==> config.mk <==
export PLATFORM = sky130hd
export DESIGN_NAME = infix_to_postfix_converter_flat
export DESIGN_NICKNAME = d
export VERILOG_FILES = /design/src/design/itp_pkg.sv /design/src/design/itp_in_if.sv /design/src/design/itp_out_if.sv /design/src/design/itp_datapath.sv /design/src/design/itp_ctrl.sv /design/src/design/infix_to_postfix_converter.sv /design/src/flat_wrapper.sv
export SDC_FILE = /design/constraint.sdc
export NUM_CORES = 1
export LEC_CHECK = 0
export ABC_AREA = 1
export CAP_MARGIN = 25
export CORE_UTILIZATION = 45
export DETAILED_ROUTE_END_ITERATION = 12
export DONT_BUFFER_PORTS = 1
export PLACE_DENSITY = 0.58
export SLEW_MARGIN = 5
export SYNTH_ARGS = -nofsm -noshare
export SYNTH_HDL_FRONTEND = slang
export SYNTH_SLANG_ARGS = --single-unit
==> constraint.sdc <==
create_clock -name clk -period 5.41 [get_ports clk]
set_input_delay 0 -clock clk [delete_from_list [all_inputs] [get_ports clk]]
set_output_delay 0 -clock clk [all_outputs]
set_load 0.1 [all_outputs]
==> src/design/itp_pkg.sv <==
// ============================================================================
// itp_pkg: shared definitions for the infix to postfix converter
// Character codes, operator codes, controller/datapath command and status
// types, and small helper functions used by the datapath.
// ============================================================================
package itp_pkg;

    // Operator stack geometry.
    localparam int DEPTH = 16;
    localparam int CNT_W = $clog2(DEPTH + 1);
    localparam int IDX_W = $clog2(DEPTH);

    // ASCII characters with a meaning of their own.
    localparam logic [7:0] CH_ADD   = 8'h2B;
    localparam logic [7:0] CH_SUB   = 8'h2D;
    localparam logic [7:0] CH_MUL   = 8'h2A;
    localparam logic [7:0] CH_DIV   = 8'h2F;
    localparam logic [7:0] CH_OPEN  = 8'h28;
    localparam logic [7:0] CH_CLOSE = 8'h29;
    localparam logic [7:0] CH_SPACE = 8'h20;
    localparam logic [7:0] CH_NUL   = 8'h00;

    // Status codes carried on the end marker.
    localparam logic [1:0] ST_OK        = 2'd0;
    localparam logic [1:0] ST_UNMATCHED = 2'd1;
    localparam logic [1:0] ST_UNCLOSED  = 2'd2;
    localparam logic [1:0] ST_OVERFLOW  = 2'd3;

    // Codes held in the operator stack.
    typedef enum logic [2:0] {
        OP_ADD  = 3'd1,
        OP_SUB  = 3'd2,
        OP_MUL  = 3'd3,
        OP_DIV  = 3'd4,
        OP_OPEN = 3'd5
    } op_code_t;

    // Class of the character under work.
    typedef enum logic [2:0] {
        CLS_OPERAND,
        CLS_SPACE,
        CLS_OPER,
        CLS_OPEN,
        CLS_CLOSE
    } char_class_t;

    // Source of a new result.
    typedef enum logic [2:0] {
        EM_NONE,
        EM_CHAR,
        EM_SPACE,
        EM_POP,
        EM_END
    } emit_sel_t;

    // Commands from the controller to the datapath.
    typedef struct packed {
        logic      latch;
        logic      set_err;
        emit_sel_t emit;
        logic      push;
        logic      drop;
        logic      reset_state;
        logic      flush_pend;
    } itp_cmd_t;

    // Status from the datapath to the controller.
    typedef struct packed {
        char_class_t cls;
        logic        last;
        logic        err_active;
        logic        pred_err;
        logic        in_operand;
        logic        stack_empty;
        logic        pop_ok;
        logic        can_emit;
        logic        flush_ok;
    } itp_status_t;

    // Character that an operator code stands for.
    function automatic logic [7:0] op_char(input op_code_t code);
        logic [7:0] ch;
        unique case (code)
            OP_ADD:  ch = CH_ADD;
            OP_SUB:  ch = CH_SUB;
            OP_MUL:  ch = CH_MUL;
            OP_DIV:  ch = CH_DIV;
            OP_OPEN: ch = CH_OPEN;
            default: ch = CH_NUL;
        endcase
        return ch;
    endfunction

    // Multiply and divide bind tighter than add and subtract.
    function automatic logic is_high(input op_code_t code);
        return (code == OP_MUL) || (code == OP_DIV);
    endfunction

endpackage

==> src/design/itp_in_if.sv <==
// ============================================================================
// itp_in_if: input channel of the infix to postfix converter
// Carries one expression character per transaction with its end flag.
// ============================================================================
interface itp_in_if;
    logic       valid;
    logic       ready;
    logic [7:0] in_char;
    logic       is_last;

    modport source (output valid, output in_char, output is_last, input ready);
    modport sink   (input valid, input in_char, input is_last, output ready);
endinterface

==> src/design/itp_out_if.sv <==
// ============================================================================
// itp_out_if: output channel of the infix to postfix converter
// Carries one postfix character or end marker per transaction.
// ============================================================================
interface itp_out_if;
    logic       valid;
    logic       ready;
    logic [7:0] out_char;
    logic       last_of_run;
    logic       expr_end;
    logic [1:0] status;

    modport source (output valid, output out_char, output last_of_run,
                    output expr_end, output status, input ready);
    modport sink   (input valid, input out_char, input last_of_run,
                    input expr_end, input status, output ready);
endinterface

==> src/design/itp_datapath.sv <==
// ============================================================================
// itp_datapath: operator stack, expression state and result registers
// Holds the character under work, the operator stack with its counters, the
// error state, a one-deep pending result and the output register.
// ============================================================================
module itp_datapath (
    input  logic                clk,
    input  logic                rst_n,
    input  logic [7:0]          in_char,
    input  logic                is_last,
    input  itp_pkg::itp_cmd_t   cmd,
    output itp_pkg::itp_status_t status,
    itp_out_if.source           out_ch
);

    // Character under work.
    logic [7:0] char_reg;
    logic       last_reg;

    // Expression state.
    itp_pkg::op_code_t        op_stack_mem [itp_pkg::DEPTH];
    logic [itp_pkg::CNT_W-1:0] stack_count_reg, stack_count_next;
    logic [itp_pkg::CNT_W-1:0] open_count_reg, open_count_next;
    logic                      in_operand_reg, in_operand_next;
    logic [1:0]                error_reg, error_next;

    // Pending result and output register.
    logic       pend_valid_reg, pend_valid_next;
    logic [7:0] pend_char_reg;
    logic       pend_end_reg;
    logic [1:0] pend_status_reg;
    logic       out_valid_reg, out_valid_next;
    logic [7:0] out_char_reg;
    logic       out_last_reg;
    logic       out_end_reg;
    logic [1:0] out_status_reg;

    // Combinational helpers.
    itp_pkg::char_class_t      cls;
    itp_pkg::op_code_t         cur_code;
    itp_pkg::op_code_t         top_code;
    logic [itp_pkg::CNT_W-1:0] count_m1;
    logic [itp_pkg::IDX_W-1:0] top_idx;
    logic                      stack_full;
    logic                      top_is_open;
    logic                      prec_ok;
    logic                      unclosed;
    logic [1:0]                pred_code;
    logic [7:0]                new_char;
    logic                      new_end;
    logic [1:0]                new_status;
    logic                      emit;
    logic                      out_free;
    logic                      move;

    // Classify the latched character and find its operator code.
    always_comb
    begin
        unique case (char_reg)
            itp_pkg::CH_ADD:   begin cls = itp_pkg::CLS_OPER;    cur_code = itp_pkg::OP_ADD;  end
            itp_pkg::CH_SUB:   begin cls = itp_pkg::CLS_OPER;    cur_code = itp_pkg::OP_SUB;  end
            itp_pkg::CH_MUL:   begin cls = itp_pkg::CLS_OPER;    cur_code = itp_pkg::OP_MUL;  end
            itp_pkg::CH_DIV:   begin cls = itp_pkg::CLS_OPER;    cur_code = itp_pkg::OP_DIV;  end
            itp_pkg::CH_OPEN:  begin cls = itp_pkg::CLS_OPEN;    cur_code = itp_pkg::OP_OPEN; end
            itp_pkg::CH_CLOSE: begin cls = itp_pkg::CLS_CLOSE;   cur_code = itp_pkg::OP_OPEN; end
            itp_pkg::CH_SPACE: begin cls = itp_pkg::CLS_SPACE;   cur_code = itp_pkg::OP_ADD;  end
            default:           begin cls = itp_pkg::CLS_OPERAND; cur_code = itp_pkg::OP_ADD;  end
        endcase
    end

    // Top of stack and the pop condition.
    assign count_m1    = stack_count_reg - itp_pkg::CNT_W'(1);
    assign top_idx     = count_m1[itp_pkg::IDX_W-1:0];
    assign top_code    = op_stack_mem[top_idx];
    assign stack_full  = (stack_count_reg == itp_pkg::CNT_W'(itp_pkg::DEPTH));
    assign top_is_open = (top_code == itp_pkg::OP_OPEN);
    assign prec_ok     = itp_pkg::is_high(top_code) || !itp_pkg::is_high(cur_code);

    // Errors that this character will raise, known before any result leaves.
    always_comb
    begin
        unique case (cls)
            itp_pkg::CLS_OPEN:  unclosed = 1'b1;
            itp_pkg::CLS_CLOSE: unclosed = (open_count_reg != itp_pkg::CNT_W'(1));
            default:            unclosed = (open_count_reg != '0);
        endcase
        pred_code = itp_pkg::ST_OK;
        priority if (cls == itp_pkg::CLS_OPER && stack_full && (top_is_open || !prec_ok))
            pred_code = itp_pkg::ST_OVERFLOW;
        else if (cls == itp_pkg::CLS_OPEN && stack_full)
            pred_code = itp_pkg::ST_OVERFLOW;
        else if (cls == itp_pkg::CLS_CLOSE && open_count_reg == '0)
            pred_code = itp_pkg::ST_UNMATCHED;
        else if (last_reg && unclosed)
            pred_code = itp_pkg::ST_UNCLOSED;
        else
            pred_code = itp_pkg::ST_OK;
    end

    // New result selected by the controller.
    always_comb
    begin
        new_end    = 1'b0;
        new_status = itp_pkg::ST_OK;
        unique case (cmd.emit)
            itp_pkg::EM_CHAR:  new_char = char_reg;
            itp_pkg::EM_SPACE: new_char = itp_pkg::CH_SPACE;
            itp_pkg::EM_POP:   new_char = itp_pkg::op_char(top_code);
            itp_pkg::EM_END:
            begin
                new_char   = itp_pkg::CH_NUL;
                new_end    = 1'b1;
                new_status = error_reg;
            end
            default:           new_char = itp_pkg::CH_NUL;
        endcase
    end

    assign emit     = (cmd.emit != itp_pkg::EM_NONE);
    assign out_free = !out_valid_reg || out_ch.ready;
    assign move     = pend_valid_reg && (emit || cmd.flush_pend);

    // Status towards the controller.
    assign status.cls         = cls;
    assign status.last        = last_reg;
    assign status.err_active  = (error_reg != itp_pkg::ST_OK);
    assign status.pred_err    = (pred_code != itp_pkg::ST_OK);
    assign status.in_operand  = in_operand_reg;
    assign status.stack_empty = (stack_count_reg == '0);
    assign status.pop_ok      = (stack_count_reg != '0) && !top_is_open &&
                                ((cls != itp_pkg::CLS_OPER) || prec_ok);
    assign status.can_emit    = !pend_valid_reg || out_free;
    assign status.flush_ok    = !pend_valid_reg || out_free;

    // Next values of the expression state.
    always_comb
    begin
        stack_count_next = stack_count_reg;
        open_count_next  = open_count_reg;
        in_operand_next  = in_operand_reg;
        error_next       = error_reg;
        if (cmd.emit == itp_pkg::EM_CHAR)
            in_operand_next = 1'b1;
        else if (cmd.emit == itp_pkg::EM_SPACE)
            in_operand_next = 1'b0;
        priority if (cmd.emit == itp_pkg::EM_POP)
            stack_count_next = count_m1;
        else if (cmd.push)
        begin
            stack_count_next = stack_count_reg + itp_pkg::CNT_W'(1);
            if (cur_code == itp_pkg::OP_OPEN)
                open_count_next = open_count_reg + itp_pkg::CNT_W'(1);
        end
        else if (cmd.drop)
        begin
            stack_count_next = count_m1;
            open_count_next  = open_count_reg - itp_pkg::CNT_W'(1);
        end
        if (cmd.set_err && error_reg == itp_pkg::ST_OK)
            error_next = pred_code;
        if (cmd.reset_state)
        begin
            stack_count_next = '0;
            open_count_next  = '0;
            in_operand_next  = 1'b0;
            error_next       = itp_pkg::ST_OK;
        end
    end

    // Next values of the pending and output valid flags.
    always_comb
    begin
        pend_valid_next = pend_valid_reg;
        if (emit)
            pend_valid_next = 1'b1;
        else if (cmd.flush_pend)
            pend_valid_next = 1'b0;
        out_valid_next = out_valid_reg;
        if (move)
            out_valid_next = 1'b1;
        else if (out_ch.ready)
            out_valid_next = 1'b0;
    end

    // Control registers.
    always_ff @(posedge clk or negedge rst_n)
    begin
        if (!rst_n)
        begin
            stack_count_reg <= '0;
            open_count_reg  <= '0;
            in_operand_reg  <= 1'b0;
            error_reg       <= itp_pkg::ST_OK;
            pend_valid_reg  <= 1'b0;
            out_valid_reg   <= 1'b0;
        end
        else
        begin
            stack_count_reg <= stack_count_next;
            open_count_reg  <= open_count_next;
            in_operand_reg  <= in_operand_next;
            error_reg       <= error_next;
            pend_valid_reg  <= pend_valid_next;
            out_valid_reg   <= out_valid_next;
        end
    end

    // Payload registers and the operator stack.
    always_ff @(posedge clk)
    begin
        if (cmd.latch)
        begin
            char_reg <= in_char;
            last_reg <= is_last;
        end
        if (cmd.push)
            op_stack_mem[stack_count_reg[itp_pkg::IDX_W-1:0]] <= cur_code;
        if (emit)
        begin
            pend_char_reg   <= new_char;
            pend_end_reg    <= new_end;
            pend_status_reg <= new_status;
        end
        if (move)
        begin
            out_char_reg   <= pend_char_reg;
            out_last_reg   <= cmd.flush_pend;
            out_end_reg    <= pend_end_reg;
            out_status_reg <= pend_status_reg;
        end
    end

    assign out_ch.valid       = out_valid_reg;
    assign out_ch.out_char    = out_char_reg;
    assign out_ch.last_of_run = out_last_reg;
    assign out_ch.expr_end    = out_end_reg;
    assign out_ch.status      = out_status_reg;

    // The stack never holds more than its depth.
    assert property (@(posedge clk) disable iff (!rst_n)
        stack_count_reg <= itp_pkg::CNT_W'(itp_pkg::DEPTH))
        else $error("operator stack count beyond depth");

    // Open parentheses are a subset of the stack entries.
    assert property (@(posedge clk) disable iff (!rst_n)
        open_count_reg <= stack_count_reg)
        else $error("open parenthesis count exceeds stack count");

    // A pop is only requested on a non-empty stack.
    assert property (@(posedge clk) disable iff (!rst_n)
        cmd.emit == itp_pkg::EM_POP |-> stack_count_reg != '0)
        else $error("pop from an empty operator stack");

    // The end marker closes its run, carries a zero character and clears the state.
    assert property (@(posedge clk) disable iff (!rst_n)
        out_valid_reg && out_end_reg |-> out_last_reg && out_char_reg == itp_pkg::CH_NUL)
        else $error("end marker without last flag or with a character");

    assert property (@(posedge clk) disable iff (!rst_n)
        cmd.emit == itp_pkg::EM_END |=> stack_count_reg == '0 && error_reg == itp_pkg::ST_OK)
        else $error("state not cleared after end marker");

    // Ordinary results carry a zero status.
    assert property (@(posedge clk) disable iff (!rst_n)
        out_valid_reg && !out_end_reg |-> out_status_reg == itp_pkg::ST_OK)
        else $error("status set on an ordinary result");

endmodule

==> src/design/itp_ctrl.sv <==
// ============================================================================
// itp_ctrl: sequencer of the infix to postfix converter
// Walks each accepted character through operand output, operator stack
// pops and pushes, the end-of-expression flush and the end marker.
// ============================================================================
module itp_ctrl (
    input  logic                 clk,
    input  logic                 rst_n,
    input  logic                 in_valid,
    output logic                 in_ready,
    input  itp_pkg::itp_status_t status,
    output itp_pkg::itp_cmd_t    cmd
);

    typedef enum logic [6:0] {
        S_IDLE  = 7'b0000001,
        S_CHAR  = 7'b0000010,
        S_POP   = 7'b0000100,
        S_TAIL  = 7'b0001000,
        S_FLUSH = 7'b0010000,
        S_END   = 7'b0100000,
        S_DONE  = 7'b1000000
    } state_t;

    state_t state_reg, state_next;

    assign in_ready = (state_reg == S_IDLE);

    // Next state and commands.
    always_comb
    begin
        state_next       = state_reg;
        cmd.latch        = 1'b0;
        cmd.set_err      = 1'b0;
        cmd.emit         = itp_pkg::EM_NONE;
        cmd.push         = 1'b0;
        cmd.drop         = 1'b0;
        cmd.reset_state  = 1'b0;
        cmd.flush_pend   = 1'b0;
        unique case (state_reg)
            S_IDLE:
            begin
                if (in_valid)
                begin
                    cmd.latch  = 1'b1;
                    state_next = S_CHAR;
                end
            end
            // First step of a character: errors end it at once.
            S_CHAR:
            begin
                if (status.err_active || status.pred_err)
                begin
                    cmd.set_err = 1'b1;
                    state_next  = status.last ? S_END : S_IDLE;
                end
                else if (status.cls == itp_pkg::CLS_OPERAND)
                begin
                    cmd.emit   = itp_pkg::EM_CHAR;
                    state_next = S_TAIL;
                end
                else
                begin
                    if (status.in_operand)
                        cmd.emit = itp_pkg::EM_SPACE;
                    state_next = (status.cls == itp_pkg::CLS_SPACE) ? S_TAIL : S_POP;
                end
            end
            // Pop operators, then push or drop the open parenthesis.
            S_POP:
            begin
                if (status.cls != itp_pkg::CLS_OPEN && status.pop_ok)
                begin
                    if (status.can_emit)
                        cmd.emit = itp_pkg::EM_POP;
                end
                else
                begin
                    if (status.cls == itp_pkg::CLS_CLOSE)
                        cmd.drop = 1'b1;
                    else
                        cmd.push = 1'b1;
                    state_next = S_TAIL;
                end
            end
            // On the last character, close an open operand run.
            S_TAIL:
            begin
                if (!status.last)
                    state_next = S_DONE;
                else if (status.in_operand)
                begin
                    if (status.can_emit)
                        cmd.emit = itp_pkg::EM_SPACE;
                end
                else
                    state_next = S_FLUSH;
            end
            // Empty the operator stack.
            S_FLUSH:
            begin
                if (status.stack_empty)
                    state_next = S_END;
                else if (status.can_emit)
                    cmd.emit = itp_pkg::EM_POP;
            end
            // Emit the end marker and clear the expression state.
            S_END:
            begin
                if (status.can_emit)
                begin
                    cmd.emit        = itp_pkg::EM_END;
                    cmd.reset_state = 1'b1;
                    state_next      = S_DONE;
                end
            end
            // Release the final result of the character with its last flag.
            S_DONE:
            begin
                if (status.flush_ok)
                begin
                    cmd.flush_pend = 1'b1;
                    state_next     = S_IDLE;
                end
            end
            default: state_next = S_IDLE;
        endcase
    end

    always_ff @(posedge clk or negedge rst_n)
    begin
        if (!rst_n)
            state_reg <= S_IDLE;
        else
            state_reg <= state_next;
    end

    // A character is taken only when the previous one has fully finished.
    assert property (@(posedge clk) disable iff (!rst_n)
        in_valid && in_ready |=> state_reg == S_CHAR)
        else $error("accepted character did not start processing");

    // Stack operations only happen in the pop state.
    assert property (@(posedge clk) disable iff (!rst_n)
        cmd.push || cmd.drop |-> state_reg == S_POP)
        else $error("stack push or drop outside the pop state");

    // The pending result is released only on the way back to idle.
    assert property (@(posedge clk) disable iff (!rst_n)
        cmd.flush_pend |=> state_reg == S_IDLE)
        else $error("pending result released mid character");

endmodule

==> src/design/infix_to_postfix_converter.sv <==
// ============================================================================
// infix_to_postfix_converter: shunting-yard infix to postfix conversion
// Controller and datapath joined by command and status structs.
// ============================================================================
// Usage:
// in_ch takes one expression character per transaction, with is_last set on
// the final character. out_ch gives the postfix characters: operands pass
// through, a space closes each operand run, operators leave in precedence
// order. The item marked is_last is followed by an end marker (zero
// character, expr_end set) whose status reports an unmatched ')', an
// unclosed '(' or an operator stack overflow; after an error the rest of the
// expression gives no output but the end marker. last_of_run marks the final
// result caused by each input transaction.
// Sequence: a character is taken in the idle cycle and classified in the next;
// an operand or space then passes the tail and done states, an operator or
// parenthesis first pops each operator it may pop, then is pushed or dropped.
// The last character also closes an open operand run, flushes every operator
// left on the stack and then emits the end marker. An item that raises or
// follows an error goes straight back to idle, or to the end marker if last.
// The output register and a one-result pending stage decouple the sinks;
// when the receiver stalls, the sequencer holds in place with no loss.
// Reset clears the stack count, the error state and both channels at once.
// ============================================================================
module infix_to_postfix_converter (
    input  logic        clk,
    input  logic        rst_n,
    itp_in_if.sink      in_ch,
    itp_out_if.source   out_ch
);

    itp_pkg::itp_cmd_t    cmd;
    itp_pkg::itp_status_t status;
    logic                 in_ready;

    assign in_ch.ready = in_ready;

    itp_ctrl u_ctrl (
        .clk      (clk),
        .rst_n    (rst_n),
        .in_valid (in_ch.valid),
        .in_ready (in_ready),
        .status   (status),
        .cmd      (cmd)
    );

    itp_datapath u_datapath (
        .clk     (clk),
        .rst_n   (rst_n),
        .in_char (in_ch.in_char),
        .is_last (in_ch.is_last),
        .cmd     (cmd),
        .status  (status),
        .out_ch  (out_ch)
    );

endmodule
==> src/flat_wrapper.sv <==
// flat-port wrapper written by rule: the top's interface ports become plain ports
module infix_to_postfix_converter_flat 
  (clk, rst_n, in_ch_valid, in_ch_in_char, in_ch_is_last, in_ch_ready, out_ch_valid, out_ch_out_char, out_ch_last_of_run, out_ch_expr_end, out_ch_status, out_ch_ready);
  itp_in_if in_ch_i ();
  itp_out_if out_ch_i ();
  input  logic clk;
  input  logic rst_n;
  input wire logic [$bits(in_ch_i.valid)-1:0] in_ch_valid;
  input wire logic [$bits(in_ch_i.in_char)-1:0] in_ch_in_char;
  input wire logic [$bits(in_ch_i.is_last)-1:0] in_ch_is_last;
  output wire logic [$bits(in_ch_i.ready)-1:0] in_ch_ready;
  output wire logic [$bits(out_ch_i.valid)-1:0] out_ch_valid;
  output wire logic [$bits(out_ch_i.out_char)-1:0] out_ch_out_char;
  output wire logic [$bits(out_ch_i.last_of_run)-1:0] out_ch_last_of_run;
  output wire logic [$bits(out_ch_i.expr_end)-1:0] out_ch_expr_end;
  output wire logic [$bits(out_ch_i.status)-1:0] out_ch_status;
  input wire logic [$bits(out_ch_i.ready)-1:0] out_ch_ready;
  assign in_ch_i.valid = in_ch_valid;
  assign in_ch_i.in_char = in_ch_in_char;
  assign in_ch_i.is_last = in_ch_is_last;
  assign in_ch_ready = in_ch_i.ready;
  assign out_ch_valid = out_ch_i.valid;
  assign out_ch_out_char = out_ch_i.out_char;
  assign out_ch_last_of_run = out_ch_i.last_of_run;
  assign out_ch_expr_end = out_ch_i.expr_end;
  assign out_ch_status = out_ch_i.status;
  assign out_ch_i.ready = out_ch_ready;
  infix_to_postfix_converter u_core (.clk(clk), .rst_n(rst_n), .in_ch(in_ch_i), .out_ch(out_ch_i));
endmodule
# ---- Word level (Yosys, flattened, before mapping)
# Memory sizes are Yosys's and may differ from the RTL's.
# Index checks and enable logic that the tools add are counted.
dict set report op_classes {
  magnitude_cmp 0
  n_bitwise 0
  mul 0
  n_eq_ne 42
  div 0
  n_reduce_logical 43
  mux 64
  shifts 0
  add_sub_neg 4
}
# cell count
set op_table {}
lappend op_table {{8-bit by 6-bit equality test with 1-bit output (second input constant)} 7}
lappend op_table {{7-bit 2-to-1 mux} 7}
lappend op_table {{7-bit one-hot mux with 7 select lines} 1}
lappend op_table {{5-bit 2-to-1 mux} 9}
lappend op_table {{2-bit 2-to-1 mux} 15}
lappend op_table {{6-bit one-hot mux with 5 select lines} 1}
lappend op_table {{3-bit one-hot mux with 4 select lines} 2}
lappend op_table {{8-bit one-hot mux with 3 select lines} 1}
lappend op_table {{3-bit by 2-bit equality test with 1-bit output (second input constant)} 7}
lappend op_table {{1-bit 2-to-1 mux} 19}
lappend op_table {{3-bit equality test (second input constant)} 6}
lappend op_table {{3-bit one-hot mux with 5 select lines} 1}
lappend op_table {{6-bit 2-to-1 mux} 2}
lappend op_table {{5-bit by 1-bit adder with 5-bit output (second input constant)} 2}
lappend op_table {{1-bit logical AND} 10}
lappend op_table {{5-bit logical NOT} 2}
lappend op_table {{2-bit nonzero test} 5}
lappend op_table {{5-bit nonzero test} 2}
lappend op_table {{5-bit by 1-bit subtractor with 5-bit output (second input constant)} 2}
lappend op_table {{3-bit by 1-bit equality test with 1-bit output (second input constant)} 3}
lappend op_table {{1-bit logical OR} 9}
lappend op_table {{3-bit 2-to-1 mux} 3}
lappend op_table {{3-bit nonzero test} 3}
lappend op_table {{4-bit 2-to-1 mux} 2}
lappend op_table {{22 further kinds} 32}
dict set report totals {
  output_inout_bits 14
  input_bits 13
  ramBits 48
  latch_bits 0
  word_cells 170
  memories 1
  romBits 0
  register_bits 54
}
# name words width read_ports rd_clocked_by_memory_dff write_ports line_no
set mem_list {}
lappend mem_list {u_core.u_datapath.op_stack_mem 16 3 1 0 1 itp_datapath.sv:21} ;# itp_pkg::op_code_t op_stack_mem [itp_pkg::DEPTH];

# ---- Logic depth before layout (Yosys ltp)
dict set report depth {
  ltp_word 19
  depth_mapped 23
  ltp_nobuf 20
}

# ---- By module
# From an unflattened synthesis, not the netlist that was laid out.
dict set report unflattened {
  cells_unflattened 573
  area_unflattened_um2 5275.1
}
# mod cells_per_inst instances area_per_inst_um2
set modules_own_cells {}
lappend modules_own_cells {itp_datapath 459 1 4570.6}
lappend modules_own_cells {itp_ctrl 114 1 704.4}

# ---- Worst setup path before layout
# OpenSTA, ideal clock, no wires.
dict set report synth_path {
  path_kind {flip-flop to flip-flop}
  start {register u_core.u_ctrl.state_reg[5]}
  end {register u_core.u_datapath.char_reg[0], enable pin}
  arrival_time_ns 4.583
  setup_slack_ns 0.453
  t_required_ns 5.035
  stages_incl_launch_ff 6
  period_less_slack_ns 4.957
  n_path_buf 0
  cell_sequence {dfrtp_1 > nor3_1 > inv_1 > nor4_1 > inv_1 > nor2_1}
}
# element line_no
set synth_rtl {}
lappend synth_rtl {{start, declared} itp_ctrl.sv:25} ;# state_t state_reg, state_next;
lappend synth_rtl {{start signal, assigned} itp_ctrl.sv:135} ;# state_reg <= state_next;
lappend synth_rtl {{end signal, assigned} itp_datapath.sv:213} ;# char_reg <= in_char;
lappend synth_rtl {{end, declared} itp_datapath.sv:17} ;# logic [7:0] char_reg;

# ---- Worst setup path after layout
dict set report layout_path {
  start {register u_core.u_datapath.stack_count_reg[0] in the netlist's numbering}
  end {register u_core.u_datapath.out_char_reg[0], in the netlist u_core.u_datapath.out_ch.out_char[0], enable pin}
}
dict set report layout_between {
  elab_chain_len 16
  elab_cells_between_ends 31
  classes_between {add/sub (1); eq/ne (4); mux (6); reduce/logical (19); memory (1)}
}
# element line_no
set layout_lines {}
lappend layout_lines {{start, declared} itp_datapath.sv:22} ;# logic [itp_pkg::CNT_W-1:0] stack_count_reg, stack_count_next;
lappend layout_lines {{start signal, assigned} itp_datapath.sv:199} ;# stack_count_reg <= stack_count_next;
lappend layout_lines {{5-bit by 1-bit subtractor with 5-bit output} itp_datapath.sv:72} ;# assign count_m1 = stack_count_reg - itp_pkg::CNT_W'(1);
lappend layout_lines {{memory 16 x 3 bit} -}
lappend layout_lines {{3-bit by 2-bit equality test with 1-bit output / 3-bit equality test (equally long branches)} itp_pkg.sv:96} ;# return (code == OP_MUL) || (code == OP_DIV);
lappend layout_lines {{1-bit logical OR} itp_pkg.sv:96}
lappend layout_lines {{1-bit logical OR} itp_datapath.sv:77} ;# assign prec_ok = itp_pkg::is_high(top_code) || !itp_pkg::is_high(cur_code);
lappend layout_lines {{1-bit logical NOT} itp_datapath.sv:88} ;# priority if (cls == itp_pkg::CLS_OPER && stack_full && (top_is_open || !prec_ok))
lappend layout_lines {{1-bit logical OR} itp_datapath.sv:88}
lappend layout_lines {{1-bit logical AND} itp_datapath.sv:88}
lappend layout_lines {{2-bit 2-to-1 mux} itp_datapath.sv:88}
lappend layout_lines {{2-bit nonzero test} itp_datapath.sv:127} ;# assign status.pred_err = (pred_code != itp_pkg::ST_OK);
lappend layout_lines {{1-bit logical OR} itp_ctrl.sv:52} ;# if (status.err_active || status.pred_err)
lappend layout_lines {{3-bit 2-to-1 mux} itp_ctrl.sv:52}
lappend layout_lines {{3-bit one-hot mux with 5 select lines *} itp_ctrl.sv:40} ;# unique case (state_reg)
lappend layout_lines {{3-bit nonzero test *} itp_datapath.sv:119} ;# assign emit = (cmd.emit != itp_pkg::EM_NONE);
lappend layout_lines {{1-bit logical OR *} itp_datapath.sv:121} ;# assign move = pend_valid_reg && (emit || cmd.flush_pend);
lappend layout_lines {{1-bit logical AND *} itp_datapath.sv:121}
lappend layout_lines {{via u_core.u_datapath.move} itp_datapath.sv:54} ;# logic move;
lappend layout_lines {{end signal, assigned} itp_datapath.sv:226} ;# out_char_reg <= pend_char_reg;
lappend layout_lines {{end, declared} itp_datapath.sv:33} ;# logic [7:0] out_char_reg;
# The timed path passes the listed nets; every way through them passes the cells marked *.
# A chain may end at the register's enable or synchronous reset.

==> metrics.md <==
| Metric | Value |
|---|---|
| Worst skew pair latency | between 300 and 400 ps |
| Busiest grt layer | met2 |
| Syn nets | 550 |
| Met3 usage | 0.0446 |
| RSZ-0062 raised after global routing | false |
| YS warnings | 0 |
| EDFF count, synth | 80 |
| Crit. End Element | register |
| Setup tns final | 0 ps |
| DRC | 0 |
| Post-synth design cell area | a little over 5000 µm² |
| Comb pwr share | 0.399 |
| Crit. Startpoint | u_core.u_datapath.stack_count_reg[0] |
| Min cycle time layout | just under 4000 ps |
| Mapped Cells | approximately 530 |
| Sequential fraction of the synthesis area | 0.579 |
| Synth area leaders | edfxtp_1 (47%), dfrtp_1 (10%), nand2_1 (8.1%), inv_1 (5.2%), nor2_1 (4.9%) |
| CTS sink cnt | 102 |
| Share of cells above drive strength 1 | 0.115 |
| Routed length per instance | 15.2 µm |
| Clock Path Buffers | 2 |
| Met1 Usage GRT | 0.277 |
| Placed insts | 660 |
| DRT Pass-1 Iters | 6 |
| IO Pins | 27 |
| Crit-path cells | buf_4 > inv_6 > ha_1 > inv_2 > nor2_1 > o21ai_1 > nand3_1 > nand3_1 > nand2_2 > clkinv_1 > nand2_1 > nand2_1 > nand2_2 > nand2_2 > a21oi_4 > nand4_4 > nand4_1 > nand2_1 > inv_1 |
| IO Port Bufs | 0 |
| Vias in the first global route | 3498 |
| Initial antenna violation count | 0 |
| Reg2Reg Launch Point | u_core.u_datapath.stack_count_reg[0] |
| Die width | between 100 and 150 µm |
| GP Congestion | 0.857 |
| Post-synth top area share | 0.471 |
| Skew final | between 10 and 15 ps |
| Leakage | about 0.0024 µW |
| Share of synthesized registers carrying an async set or reset | 0.216 |
| Synth area leader | edfxtp_1 |
| CTS Hold Bufs | 12 |
| Crit-path max cell delay | 680 ps |
| Final nets | between 500 and 600 |
| PwrDens | roughly 530 nW/µm² |
| Final Max Tran Viols | 0 |
| # H-tree levels | 3 |
| Iteration-0 DRC Markers | ~210 |
| Switching power | about 1300 µW |
| Critical Path Start Type | register |
| Via/cell ratio | between 5 and 6 |
| Synth-to-layout area growth | 12.1% |
| Syn avg cell area | ~9.7 µm² |
| Reg clk slew, reported paths | approximately 70 ps |
| Post-DRT Antenna Nets | 0 |
| Die Area | 11800 µm² |
| Hpwl dp | ~7600 µm |
| Max-cap violation count | 0 |
| Crit path max-delay family | simple AND/OR/NAND/NOR gates |
| CTS tree | yes |
| Total gr overflow | 0 |
| Peak fanout along the critical path | 30 |
| Placed Area | 5240 µm² |
| Largest net degree at the start of global routing | 31 |
| Post-synth top cells | nand2_1 (110), edfxtp_1 (80), inv_1 (71) |
| CP Buf/Inv Count | 5 |
| Number of flip-flops in the largest register | between 40 and 50 |
| Fmax | about 250 MHz |
| Slew of the pin with the lowest slew margin | approximately 920 ps |
| Register share of total power | 0.369 |
| Main synth FF type | edfxtp_1 |
| Crit-path slowest cell | ha_1 |
| Floorplan row count | 38 |
| Clock Power Share | 0.232 |
| CTS resizes | 0 |
| Layout fillers | around 1000 |
| Worst setup path class | reg2reg |
| Status | finished clean |
| Peak VDD IR | approximately 380 µV |
| Final setup violation count | 0 |
| Drt total wl | around 10000 µm |
| Critical Path RT | between 5000 and 6000 ps |
| GRT Overall Usage | 0.198 |
| Starting Density | 0.467 |
| Number of diodes | 0 |
| # Post-CTS Setup Buffers | 0 |
| Final instance area | ~5700 µm² |
| Arrival @ worst endpoint | slightly below 4000 ps |
| Clock root buffer | clkbuf_16 |
| Count leader, synth | nand2_1 |
| Sw Ratio | 0.422 |
| Synth Register Bits | 102 |
| First-pass GRT wire length | 17500 µm |
| DR vias | 3567 |
| Count of final hold-check violations | 0 |
| Die H | between 100 and 150 µm |
| HP Class | in2async |
| Num CTS Buffers | 9 |
| Final cell count without fillers | between 600 and 700 |
| Area of the core | between 10000 and 15000 µm² |
| Cell internal pwr | between 1500 and 2000 µW |
| Final period util | 0.726 |
| Synth cell types | 44 |
| GR Util met2 | 0.304 |
| Slew margin rel. | 0.384 |
## path summary, 6_finish.rpt
| path | endpoint | slack [ps] | depth (start not counted) |
|---|---|---|---|
| min | u_core.u_datapath.out_ch.valid | 20 | 1 |
| min reg2reg | u_core.u_datapath.out_ch.status[0] | 420 | 0 |
| max in group asynchronous | u_core.u_ctrl.state_reg[0] | 4890 | 2 |
| min in group clk | u_core.u_datapath.char_reg[6] | 270 | 1 |
| max reg2reg | u_core.u_datapath.out_ch.out_char[0] | 1480 | 19 |
| max | u_core.u_datapath.out_ch.out_char[0] | 1480 | 19 |
## cell usage in the layout, fill, tap and decap left out, drive strengths merged, types with 2 or more instances in the layout
master       count
nor2            68
o21ai           32
nand2          121
inv             81
xnor2            2
dfrtp           21
nand3           47
nand4            8
nor4             7
ha               8
edfxtp          80
o22ai            2
o2111ai          2
dlygate4sd3     12
buf              4
clkinv           5
nor3             9
clkbuf          10
xor2            10
bufinv           2
or2              2
a21oi           11
## power groups by stage
stage	combinational [µW]	clock, µW	sequential (µW)
global route	1370	750	1140
CTS	1210	723	1120
finish	1220	706	1120
global placement	1180	0	1140
detailed placement	1190	0	1140
floorplan	996	0	1110
## cell type report
class | instances | area (µm²) | area share
clock buffers | 9 | 225 | 0.0394
clock inverters | 7 | 105 | 0.0184
inverters | 81 | 309 | 0.0540
multi-input cells | 334 | 1760 | 0.307
flip-flops and latches | 102 | 2950 | 0.516
well taps | 140 | 175 | 0.0306
repair buffers | 17 | 195 | 0.0341
## per-layer routing
layer  share of wire  vias up
met3           0.048       14
met1            0.48     1695
li1                -     1774
met5               0        -
met2            0.46       84
met4           0.017        0
## logic make-up (layout without fill, tap and decap cells)
group | count (synthesis) | in the layout | share of synthesized area
AOI/OAI and AO/OA | 51 | 51 | 0.0583
and+or+nand+nor | 263 | 263 | 0.241
DFF | 102 | 102 | 0.579
buffers and inverters | 93 | 114 | 0.0784
adders and majority gates | 8 | 8 | 0.0196
xor gates and xnor gates | 12 | 12 | 0.0235
## stage by stage
step                      hold WS, ps  utilization  worst slack [ps]  total power [µW]
after floorplan                  -296            -               453              2100
after global placement           -295        0.479              1640              2320
after detailed placement         -295        0.479              1470              2330
after CTS                         250        0.520              1450              3060
after global routing             40.6        0.523              1090              3260
final                            15.6        0.523              1480              3050
Power figures use the tool's default switching activity.
